**src/design/lrup_pkg.sv**
```systemverilog
// ----------------------------------------------------------------------------
// lrup_pkg
// Shared widths, constants and control types for the LRU page replacement
// block and its submodules.
// ----------------------------------------------------------------------------
`default_nettype none

package lrup_pkg;

   // Defaults for the top-level parameters
   localparam int FRAMES_DEF    = 16;
   localparam int PAGE_BITS_DEF = 16;

   // Fixed port field widths
   localparam int PAGE_W = 16;
   localparam int SLOT_W = 4;
   localparam int CNT_W  = 32;
   localparam int CSR_W  = 5;

   localparam logic [CSR_W-1:0] CSR_RESET = CSR_W'(16);
   localparam logic [CNT_W-1:0] CNT_MAX   = {CNT_W{1'b1}};

   // Control from the sequencer into the scan unit
   typedef struct packed {
      logic clear;   // start a new item: drop all tracked results
      logic sample;  // an entry read from memory is present this cycle
   } lrup_scan_ctl_type;

   // Flags that the scan unit hands back to the sequencer
   typedef struct packed {
      logic hit_found;
      logic empty_found;
      logic min_found;
   } lrup_scan_flags_type;

endpackage : lrup_pkg

`default_nettype wire

```
**src/design/lrup_ram.sv**
```systemverilog
// ----------------------------------------------------------------------------
// lrup_ram
// Generic single-write, single-read synchronous RAM with registered read
// data.
// ----------------------------------------------------------------------------
`default_nettype none

module lrup_ram #(
   parameter int WIDTH = 16,
   parameter int DEPTH = 16,
   parameter int AW    = (DEPTH > 1) ? $clog2(DEPTH) : 1
) (
   input  wire logic             clock,
   input  wire logic             wr_en,
   input  wire logic [AW-1:0]    wr_addr,
   input  wire logic [WIDTH-1:0] wr_data,
   input  wire logic             rd_en,
   input  wire logic [AW-1:0]    rd_addr,
   output logic      [WIDTH-1:0] rd_data
);

   logic [WIDTH-1:0] mem_ff [DEPTH];
   logic [WIDTH-1:0] rd_data_ff;

   // Write port
   always_ff @(posedge clock) begin
      if (wr_en) begin
         mem_ff[wr_addr] <= wr_data;
      end
   end

   // Registered read port
   always_ff @(posedge clock) begin
      if (rd_en) begin
         rd_data_ff <= mem_ff[rd_addr];
      end
   end

   assign rd_data = rd_data_ff;

endmodule : lrup_ram

`default_nettype wire

```
**src/design/lrup_scan.sv**
```systemverilog
// ----------------------------------------------------------------------------
// lrup_scan
// Per-entry scan unit: takes one frame entry a cycle from the page and stamp
// memories and tracks the first matching frame, the first empty frame and
// the valid frame with the smallest last-use stamp.
// ----------------------------------------------------------------------------
`default_nettype none

module lrup_scan #(
   parameter int PAGE_BITS = lrup_pkg::PAGE_BITS_DEF,
   parameter int IDX_W     = 4
) (
   input  wire logic                      clock,
   input  wire lrup_pkg::lrup_scan_ctl_type ctl,
   input  wire logic [IDX_W-1:0]          entry_idx,
   input  wire logic                      entry_valid,
   input  wire logic [PAGE_BITS-1:0]      entry_page,
   input  wire logic [lrup_pkg::CNT_W-1:0] entry_stamp,
   input  wire logic [PAGE_BITS-1:0]      ref_page,
   output lrup_pkg::lrup_scan_flags_type  flags,
   output logic      [IDX_W-1:0]          hit_idx,
   output logic      [IDX_W-1:0]          empty_idx,
   output logic      [IDX_W-1:0]          min_idx,
   output logic      [PAGE_BITS-1:0]      min_page
);

   import lrup_pkg::*;

   lrup_scan_flags_type flags_ff, flags_in;
   logic [IDX_W-1:0]     hit_idx_ff, hit_idx_in;
   logic [IDX_W-1:0]     empty_idx_ff, empty_idx_in;
   logic [IDX_W-1:0]     min_idx_ff, min_idx_in;
   logic [PAGE_BITS-1:0] min_page_ff, min_page_in;
   logic [CNT_W-1:0]     min_stamp_ff, min_stamp_in;

   // Fold one entry into the tracked results
   always_comb begin
      flags_in     = flags_ff;
      hit_idx_in   = hit_idx_ff;
      empty_idx_in = empty_idx_ff;
      min_idx_in   = min_idx_ff;
      min_page_in  = min_page_ff;
      min_stamp_in = min_stamp_ff;
      if (ctl.clear) begin
         flags_in = '0;
      end else if (ctl.sample) begin
         // lowest-indexed resident copy wins
         if (!flags_ff.hit_found && entry_valid && (entry_page == ref_page)) begin
            flags_in.hit_found = 1'b1;
            hit_idx_in         = entry_idx;
         end
         if (!flags_ff.empty_found && !entry_valid) begin
            flags_in.empty_found = 1'b1;
            empty_idx_in         = entry_idx;
         end
         // strict compare keeps the lowest index on equal stamps
         if (entry_valid && (!flags_ff.min_found || (entry_stamp < min_stamp_ff))) begin
            flags_in.min_found = 1'b1;
            min_idx_in         = entry_idx;
            min_page_in        = entry_page;
            min_stamp_in       = entry_stamp;
         end
      end
   end

   // Hold tracked results; flags are cleared at the start of every item
   always_ff @(posedge clock) begin
      flags_ff     <= flags_in;
      hit_idx_ff   <= hit_idx_in;
      empty_idx_ff <= empty_idx_in;
      min_idx_ff   <= min_idx_in;
      min_page_ff  <= min_page_in;
      min_stamp_ff <= min_stamp_in;
   end

   assign flags     = flags_ff;
   assign hit_idx   = hit_idx_ff;
   assign empty_idx = empty_idx_ff;
   assign min_idx   = min_idx_ff;
   assign min_page  = min_page_ff;

endmodule : lrup_scan

`default_nettype wire

```
**src/design/lru_page_replacement.sv**
```systemverilog
// ----------------------------------------------------------------------------
// lru_page_replacement
// LRU page replacement with last-use stamps: one result item per page reference.
// ----------------------------------------------------------------------------
// Usage:
//   req_*  : page references in; an item is taken when req_valid is high and
//            req_stall is low. req_stall is high while an item is in work.
//   rsp_*  : one result item per reference, held in an output register until
//            taken (rsp_valid high, rsp_stall low). The next reference is
//            taken while a finished result still waits there.
//   csr_*  : write of frames_in_use (0 acts as 1, above FRAMES acts as
//            FRAMES); csr_ready is always high. Write only while idle.
// Operation:
//   With n active frames the sequencer reads one entry a cycle from the page
//   and stamp memories, then decides, writes back and loads the result. A
//   new reference is taken only once the last result is loaded. A result that
//   is stalled at the output holds the following item in its final step.
// Reset:
//   Synchronous, active high. All frames become empty, the request clock and
//   the fault total return to zero, frames_in_use returns to 16. Page and
//   stamp memories are not cleared: only frames marked valid are used.
// ----------------------------------------------------------------------------
`default_nettype none

module lru_page_replacement #(
   parameter int FRAMES    = lrup_pkg::FRAMES_DEF,
   parameter int PAGE_BITS = lrup_pkg::PAGE_BITS_DEF
) (
   input  wire logic                        clock,
   input  wire logic                        reset,
   // request channel
   input  wire logic                        req_valid,
   output logic                             req_stall,
   input  wire logic [lrup_pkg::PAGE_W-1:0] req_page_number,
   // result channel
   output logic                             rsp_valid,
   input  wire logic                        rsp_stall,
   output logic                             rsp_hit,
   output logic      [lrup_pkg::SLOT_W-1:0] rsp_frame_slot,
   output logic                             rsp_evicted_valid,
   output logic      [lrup_pkg::PAGE_W-1:0] rsp_evicted_page,
   output logic      [lrup_pkg::CNT_W-1:0]  rsp_fault_count,
   // configuration write channel
   input  wire logic                        csr_valid,
   output logic                             csr_ready,
   input  wire logic [lrup_pkg::CSR_W-1:0]  csr_data
);

   import lrup_pkg::*;

   localparam int IDX_W = (FRAMES > 1) ? $clog2(FRAMES) : 1;

   typedef enum logic [2:0] {
      ST_IDLE,
      ST_SCAN,
      ST_LAST,
      ST_COMMIT,
      ST_PUSH
   } state_type;

   state_type            state_ff;
   logic [CSR_W-1:0]     csr_ff;
   logic [FRAMES-1:0]    valid_ff;
   logic [CNT_W-1:0]     req_clock_ff;
   logic [CNT_W-1:0]     fault_ff;
   logic                 rd_vld_ff;
   logic [IDX_W-1:0]     rd_idx_ff;
   logic [IDX_W-1:0]     cnt_ff;
   logic [IDX_W-1:0]     last_ff;
   logic [PAGE_BITS-1:0] page_ff;
   logic                 rsp_valid_ff;

   // held result between commit and output load
   logic                 res_hit_ff;
   logic [IDX_W-1:0]     res_slot_ff;
   logic                 res_evv_ff;
   logic [PAGE_W-1:0]    res_evp_ff;

   // output payload registers
   logic                 rsp_hit_ff;
   logic [SLOT_W-1:0]    rsp_slot_ff;
   logic                 rsp_evv_ff;
   logic [PAGE_W-1:0]    rsp_evp_ff;
   logic [CNT_W-1:0]     rsp_fault_ff;

   logic                 accept;
   logic                 out_free;
   logic [31:0]          page_wide;
   logic [PAGE_BITS-1:0] page_in;
   logic [31:0]          n_wide;
   logic [IDX_W-1:0]     last_in;
   logic [CNT_W-1:0]     clock_inc;

   lrup_scan_ctl_type    scan_ctl;
   lrup_scan_flags_type  scan_flags;
   logic [IDX_W-1:0]     hit_idx;
   logic [IDX_W-1:0]     empty_idx;
   logic [IDX_W-1:0]     min_idx;
   logic [PAGE_BITS-1:0] min_page;

   logic [PAGE_BITS-1:0] rd_page;
   logic [CNT_W-1:0]     rd_stamp;

   logic                 miss;
   logic                 evict;
   logic [IDX_W-1:0]     slot;
   logic [31:0]          old_page_wide;
   logic [31:0]          slot_wide;
   logic                 commit;
   logic                 rd_en;

   // Handshakes
   assign accept    = req_valid && !req_stall;
   assign req_stall = (state_ff != ST_IDLE);
   assign csr_ready = 1'b1;
   assign out_free  = !rsp_valid_ff || !rsp_stall;

   // Take the reference to PAGE_BITS bits
   assign page_wide = 32'(req_page_number);
   assign page_in   = page_wide[PAGE_BITS-1:0];

   // Active frame count: zero acts as one, clip to FRAMES
   always_comb begin
      if (csr_ff == '0) begin
         n_wide = 32'd1;
      end else if (32'(csr_ff) > 32'(FRAMES)) begin
         n_wide = 32'(FRAMES);
      end else begin
         n_wide = 32'(csr_ff);
      end
   end
   assign last_in   = IDX_W'(n_wide - 32'd1);
   assign clock_inc = (req_clock_ff == CNT_MAX) ? req_clock_ff : req_clock_ff + CNT_W'(1);

   // Replacement decision from the scan results
   assign commit = (state_ff == ST_COMMIT);
   assign miss   = !scan_flags.hit_found;
   assign evict  = miss && !scan_flags.empty_found;
   always_comb begin
      if (scan_flags.hit_found) begin
         slot = hit_idx;
      end else if (scan_flags.empty_found) begin
         slot = empty_idx;
      end else begin
         slot = min_idx;
      end
   end
   assign old_page_wide = 32'(min_page);
   assign slot_wide     = 32'(res_slot_ff);

   // Scan control
   assign scan_ctl.clear  = accept;
   assign scan_ctl.sample = rd_vld_ff;
   assign rd_en           = (state_ff == ST_SCAN);

   // Page memory: read during scan, written with the new page on a miss
   lrup_ram #(
      .WIDTH (PAGE_BITS),
      .DEPTH (FRAMES),
      .AW    (IDX_W)
   ) u_page_ram (
      .clock   (clock),
      .wr_en   (commit && miss),
      .wr_addr (slot),
      .wr_data (page_ff),
      .rd_en   (rd_en),
      .rd_addr (cnt_ff),
      .rd_data (rd_page)
   );

   // Stamp memory: read during scan, refreshed for the used frame
   lrup_ram #(
      .WIDTH (CNT_W),
      .DEPTH (FRAMES),
      .AW    (IDX_W)
   ) u_stamp_ram (
      .clock   (clock),
      .wr_en   (commit),
      .wr_addr (slot),
      .wr_data (req_clock_ff),
      .rd_en   (rd_en),
      .rd_addr (cnt_ff),
      .rd_data (rd_stamp)
   );

   lrup_scan #(
      .PAGE_BITS (PAGE_BITS),
      .IDX_W     (IDX_W)
   ) u_scan (
      .clock       (clock),
      .ctl         (scan_ctl),
      .entry_idx   (rd_idx_ff),
      .entry_valid (valid_ff[rd_idx_ff]),
      .entry_page  (rd_page),
      .entry_stamp (rd_stamp),
      .ref_page    (page_ff),
      .flags       (scan_flags),
      .hit_idx     (hit_idx),
      .empty_idx   (empty_idx),
      .min_idx     (min_idx),
      .min_page    (min_page)
   );

   // Sequencer, counters, valid bits and output valid
   always_ff @(posedge clock) begin
      if (reset) begin
         state_ff     <= ST_IDLE;
         csr_ff       <= CSR_RESET;
         valid_ff     <= '0;
         req_clock_ff <= '0;
         fault_ff     <= '0;
         rd_vld_ff    <= 1'b0;
         rsp_valid_ff <= 1'b0;
      end else begin
         if (csr_valid && csr_ready) begin
            csr_ff <= csr_data;
         end
         // drop a result once taken; a load below overrides
         if (rsp_valid_ff && !rsp_stall) begin
            rsp_valid_ff <= 1'b0;
         end
         rd_vld_ff <= rd_en;
         unique case (state_ff)
            ST_IDLE: begin
               if (accept) begin
                  req_clock_ff <= clock_inc;
                  state_ff     <= ST_SCAN;
               end
            end
            ST_SCAN: begin
               if (cnt_ff == last_ff) begin
                  state_ff <= ST_LAST;
               end
            end
            ST_LAST: begin
               state_ff <= ST_COMMIT;
            end
            ST_COMMIT: begin
               if (miss) begin
                  valid_ff[slot] <= 1'b1;
                  if (fault_ff != CNT_MAX) begin
                     fault_ff <= fault_ff + CNT_W'(1);
                  end
               end
               state_ff <= ST_PUSH;
            end
            ST_PUSH: begin
               if (out_free) begin
                  rsp_valid_ff <= 1'b1;
                  state_ff     <= ST_IDLE;
               end
            end
            default: begin
               state_ff <= ST_IDLE;
            end
         endcase
      end
   end

   // Payload registers: item page, scan address, held and output result
   always_ff @(posedge clock) begin
      if (accept) begin
         page_ff <= page_in;
         last_ff <= last_in;
         cnt_ff  <= '0;
      end else if (state_ff == ST_SCAN) begin
         cnt_ff <= cnt_ff + IDX_W'(1);
      end
      rd_idx_ff <= cnt_ff;
      if (commit) begin
         res_hit_ff  <= scan_flags.hit_found;
         res_slot_ff <= slot;
         res_evv_ff  <= evict;
         res_evp_ff  <= evict ? old_page_wide[PAGE_W-1:0] : '0;
      end
      if ((state_ff == ST_PUSH) && out_free) begin
         rsp_hit_ff   <= res_hit_ff;
         rsp_slot_ff  <= slot_wide[SLOT_W-1:0];
         rsp_evv_ff   <= res_evv_ff;
         rsp_evp_ff   <= res_evp_ff;
         rsp_fault_ff <= fault_ff;
      end
   end

   assign rsp_valid         = rsp_valid_ff;
   assign rsp_hit           = rsp_hit_ff;
   assign rsp_frame_slot    = rsp_slot_ff;
   assign rsp_evicted_valid = rsp_evv_ff;
   assign rsp_evicted_page  = rsp_evp_ff;
   assign rsp_fault_count   = rsp_fault_ff;

`ifndef ASSERT_OFF
   // A resident page never reports an eviction
   a_hit_no_evict: assert property (@(posedge clock) disable iff (reset)
      rsp_valid && rsp_hit |-> !rsp_evicted_valid)
      else $error("hit result reports an eviction");

   // Faults never outnumber requests
   a_fault_le_req: assert property (@(posedge clock) disable iff (reset)
      fault_ff <= req_clock_ff)
      else $error("fault total exceeds request clock");

   // Fault total never decreases
   a_fault_mono: assert property (@(posedge clock) disable iff (reset)
      !$past(reset) |-> fault_ff >= $past(fault_ff))
      else $error("fault total went backward");

   // An accepted item starts its scan in the next cycle
   a_accept_scan: assert property (@(posedge clock) disable iff (reset)
      accept |=> (state_ff == ST_SCAN) && !scan_flags.hit_found)
      else $error("accepted item did not start a clean scan");

   // No memory entry arrives for sampling while idle
   a_idle_no_read: assert property (@(posedge clock) disable iff (reset)
      (state_ff == ST_IDLE) |-> !rd_vld_ff)
      else $error("scan sample while idle");
`endif

endmodule : lru_page_replacement

`default_nettype wire

```
**config.mk**
```make
export PLATFORM = sky130hd
export DESIGN_NAME = lru_page_replacement
export DESIGN_NICKNAME = d
export VERILOG_FILES = /design/src/design/lrup_pkg.sv /design/src/design/lrup_ram.sv /design/src/design/lrup_scan.sv /design/src/design/lru_page_replacement.sv
export SDC_FILE = /design/constraint.sdc
export NUM_CORES = 1
export LEC_CHECK = 0
export BUFFER_PORTS_ARGS = -buffer_cell sky130_fd_sc_hd__buf_2
export CAP_MARGIN = 20
export CORE_ASPECT_RATIO = 0.5
export CORE_MARGIN = 5
export CORE_UTILIZATION = 60
export DETAILED_ROUTE_END_ITERATION = 10
export GPL_TIMING_DRIVEN = 0
export PLACE_DENSITY = 0.77
export REMOVE_ABC_BUFFERS = 1
export SLEW_MARGIN = 10
export SYNTH_ARGS = -nofsm -noshare
export SYNTH_HDL_FRONTEND = slang
export SYNTH_HIERARCHICAL = 1
export SYNTH_SLANG_ARGS = --single-unit
```
**constraint.sdc**
```tcl
create_clock -name clock -period 5.9 [get_ports clock]
set_clock_uncertainty 0.2 [all_clocks]
set_input_delay 0.59 -clock clock [delete_from_list [all_inputs] [get_ports clock]]
set_output_delay 0.59 -clock clock [all_outputs]
set_load 0.05 [all_outputs]
```
==> results by group <==
Status
  • Status: complete, no violations

Synthesis
  • Seq/Total Area, Yosys: 0.759
  • Post-synth EDFFs: 972
  • Yosys top cell area share: 0.710
  • Mapped Area: 0.0411 mm^2
  • Cells after Synth: 2,158
  • Syn. warnings: 6
  • Async S/R FF share, synth: 0
  • Mean Syn Cell Area: 19.1 um^2
  • Synth Flop Type: edfxtp_1
  • Synth Register Bits: 1,073
  • Yosys cell types: 62
  • Area leader, netlist: edfxtp_1
  • Area contributors post-synth: edfxtp_1 (71%), mux4_2 (10%), dfxtp_1 (4.9%)

Power and ir drop
  • Clock share of power: 0.395
  • Max IR drop VDD: 0.000259 V
  • Sequential share of power: 0.534
  • Combinational Power Share: 0.071
  • Internal cell power: 12.4 mW
  • P_leak: 14.4 nW
  • Net Sw Frac: 0.210
  • Switching power: 3.29 mW
  • Pwr dens: 333 mW/mm^2

Setup path
  • CP max-delay cell: nor3_2
  • Top delay family on crit path: simple AND/OR/NAND/NOR gates
  • R2r worst-path depth: 7
  • Worst endpoint required time: 6.04 ns
  • Worst setup EP type: flip-flop
  • Worst Path Class, Setup: reg2reg
  • Crit-path max cell delay: 1.01 ns
  • CP Data Arrival Time: 4.37 ns
  • Worst-path cell chain: mux2i_1 -> o21ai_1 -> nand3b_1 -> nor3_2 -> buf_4 -> buf_4 -> buf_4
  • CP bufs+invs: 3
  • R2r setup slk: 1.68 ns
  • CP most frequent cell: buf_4
  • Levels on crit path: 7
  • Reg-to-Reg End: u_stamp_ram/mem_ff[4][24]
  • Startpoint types: flip-flop
  • Worst R2R Start: u_scan/flags[1]
  • CP Max Fanout: 13

Layout
  • Commonest cells after routing, fill and taps aside: edfxtp_1 (972), mux4_2 (187), dfxtp_1 (99)
  • Nets: 2,406
  • Fin util: 0.700
  • Ant. Diodes: 0
  • Commonest non-fill, non-tap cell in the layout: edfxtp_1
  • Area delta synth->final: 14.8%
  • Layout cells sized above 1: 0.230
  • Finished layout cell area: 0.0472 mm^2

STA
  • Slew Viols, Final: 0
  • Unrepaired setup endpoints after global routing: false
  • Worst-Margin Slew: 1.16 ns
  • Final Hold Vio Count: 0
  • Slew headroom: 0.226
  • Final setup vio count: 0
  • Fin crit share: 0.716
  • Max Fclk: 0.237 GHz
  • Minimum clock period: 4.22 ns
  • Worst hold slack: 0.0926 ns

Die
  • Die width: 380 um
  • Core Area: 0.0674 mm^2
  • # IOs: 83
  • Die Area: 0.0742 mm^2
  • Std cell rows: 67
  • Die span in y: 195 um
  • Initial Util: 0.610

Clocking
  • Total clock buffers created by CTS: 89
  • Clock Path Buffers: 3
  • # clock sinks: 1,073
  • CTS tree: built
  • Clk_lat worst skew: 0.64 ns
  • CTS Root Cell: clkbuf_16
  • Worst-path clk slew: 0.07 ns
  • # hold bufs at CTS: 21
  • Buffer count from post-CTS setup fixing: 0
  • Post_cts resized: 0
  • Htree depth: 3

Job
  • Max-cap viol count: 0

Global route
  • Vias in the first global route: 22,282
  • Grt total ovfl: 0
  • Gr usage total: 0.255
  • Largest net degree at the start of global routing: 65
  • First-pass GRT wire length: 142,000 um
  • Initial antenna violation count: 0

Min path
  • Worst-case hold path end point: rsp_valid
  • HP Start: rsp_stall
  • Hold WC Path Type: in2reg
  • Worst Hold Depth: 3

Placed design
  • Placed cell areas: 0.0439 mm^2
  • Final HPWL DP: 55,100 um
  • Gpl congestion: 0.804
  • Number of I/O port buffers: 81

Drt
  • Iter 0 DRT Violations: 2,615
  • Post-Route WL: 94,200 um
  • Number of vias per cell: 6.64
  • Wire per inst: 28.4 um
  • Via Count: 22,014
  • Routed Antenna Nets: 0
  • Drt drc: 0
  • DRT Pass-1 Iters: 5
[power by group through the flow]
| stage | clock (mW) | sequential, mW | combinational, mW |
|---|---|---|---|
| floorplan | 0 | 8.72 | 0.775 |
| global placement | 0 | 8.86 | 1.03 |
| detailed placement | 0 | 8.55 | 1.10 |
| CTS | 6.26 | 8.39 | 1.13 |
| global route | 6.64 | 8.39 | 1.20 |
| finish | 6.19 | 8.39 | 1.12 |
[worst min-delay path: cells and delay by family]
kind	cells	cell delay, ns
AOI/OAI and AO/OA	1	0.08
and+or+nand+nor	1	0.07
buffers and inverters	1	0.13
[cells by family after synthesis]
kind of cell / Yosys count / share of synthesized area
multiplexers: 216 / 0.114
AO/OA/AOI/OAI: 252 / 0.0398
AND/OR/NAND/NOR: 413 / 0.0544
XOR/XNOR: 33 / 0.00703
flip-flops: 1073 / 0.759
buffers and inverters: 135 / 0.0153
other: 1 / 0.0000912
adder cells (fa/ha/maj): 35 / 0.0107
[how the worst max path moves through the flow]
stage                     slack [ns]            start                   endpoint
after detailed placement        1.80  u_scan/flags[1]  u_stamp_ram/mem_ff[4][20]
after CTS                       1.84  u_scan/flags[1]  u_stamp_ram/mem_ff[4][20]
after floorplan                -3.63        cnt_ff[0]      u_page_ram/rd_data[0]
after global placement         -7.50        cnt_ff[0]      u_page_ram/rd_data[7]
final                           1.68  u_scan/flags[1]  u_stamp_ram/mem_ff[4][24]
after global routing            1.56  u_scan/flags[1]  u_stamp_ram/mem_ff[4][21]
[Yosys cell counts, types with 22 or more instances]
| master | count |
|---|---|
| a21oi_1 | 74 |
| a22oi_1 | 96 |
| clkbuf_1 | 43 |
| dfxtp_1 | 101 |
| edfxtp_1 | 972 |
| ha_1 | 35 |
| inv_1 | 41 |
| mux4_2 | 187 |
| nand2_1 | 94 |
| nand3_1 | 31 |
| nand4_1 | 25 |
| nor2_1 | 86 |
| o31ai_1 | 27 |
| or4_1 | 26 |
| xor2_1 | 22 |
[per-layer routing]
layer,vias to the layer above,track usage,share of wire
li1,9172,-,-
met1,11408,0.344,0.37
met2,1220,0.433,0.51
met3,214,0.0456,0.090
met4,0,0.0827,0.031
met5,-,0,0
[final cells by class]
type | instances | area, um^2
Tap cell | 897 | 1120
Clock inverter | 48 | 568
Clock buffer | 118 | 2490
Timing Repair Buffer | 188 | 2100
Multi-Input combinational cell | 950 | 9520
Sequential cell | 1073 | 31200
Inverter | 43 | 161
Fill cell | 3865 | 20200
[registers in the layout, summed over array words and instances (netlist names), 5 cells and up]
register / count
u_page_ram/rd_data: 16
u_page_ram/mem_ff: 256
req_clock_ff: 32
u_stamp_ram/mem_ff: 512
fault_ff: 32
res_evp_ff: 16
csr_ff: 5
valid_ff: 16
u_stamp_ram/rd_data: 32
rsp_evicted_page: 16
u_scan/min_stamp_ff: 32
u_scan/min_page: 16
rsp_fault_count: 32
page_ff: 16
[per-stage QoR]
stage,instances,power [mW],worst slack [ns],TNS (ns)
6_report,3317,15.7,1.68,0
4_1_cts,3315,15.8,1.84,0
3_3_place_gp,3044,9.89,-7.50,-1151.96
2_1_floorplan,2066,9.49,-3.63,-182.22
5_1_grt,3317,16.2,1.56,0
3_5_place_dp,3128,9.65,1.80,0
Power figures use the tool's default switching activity.
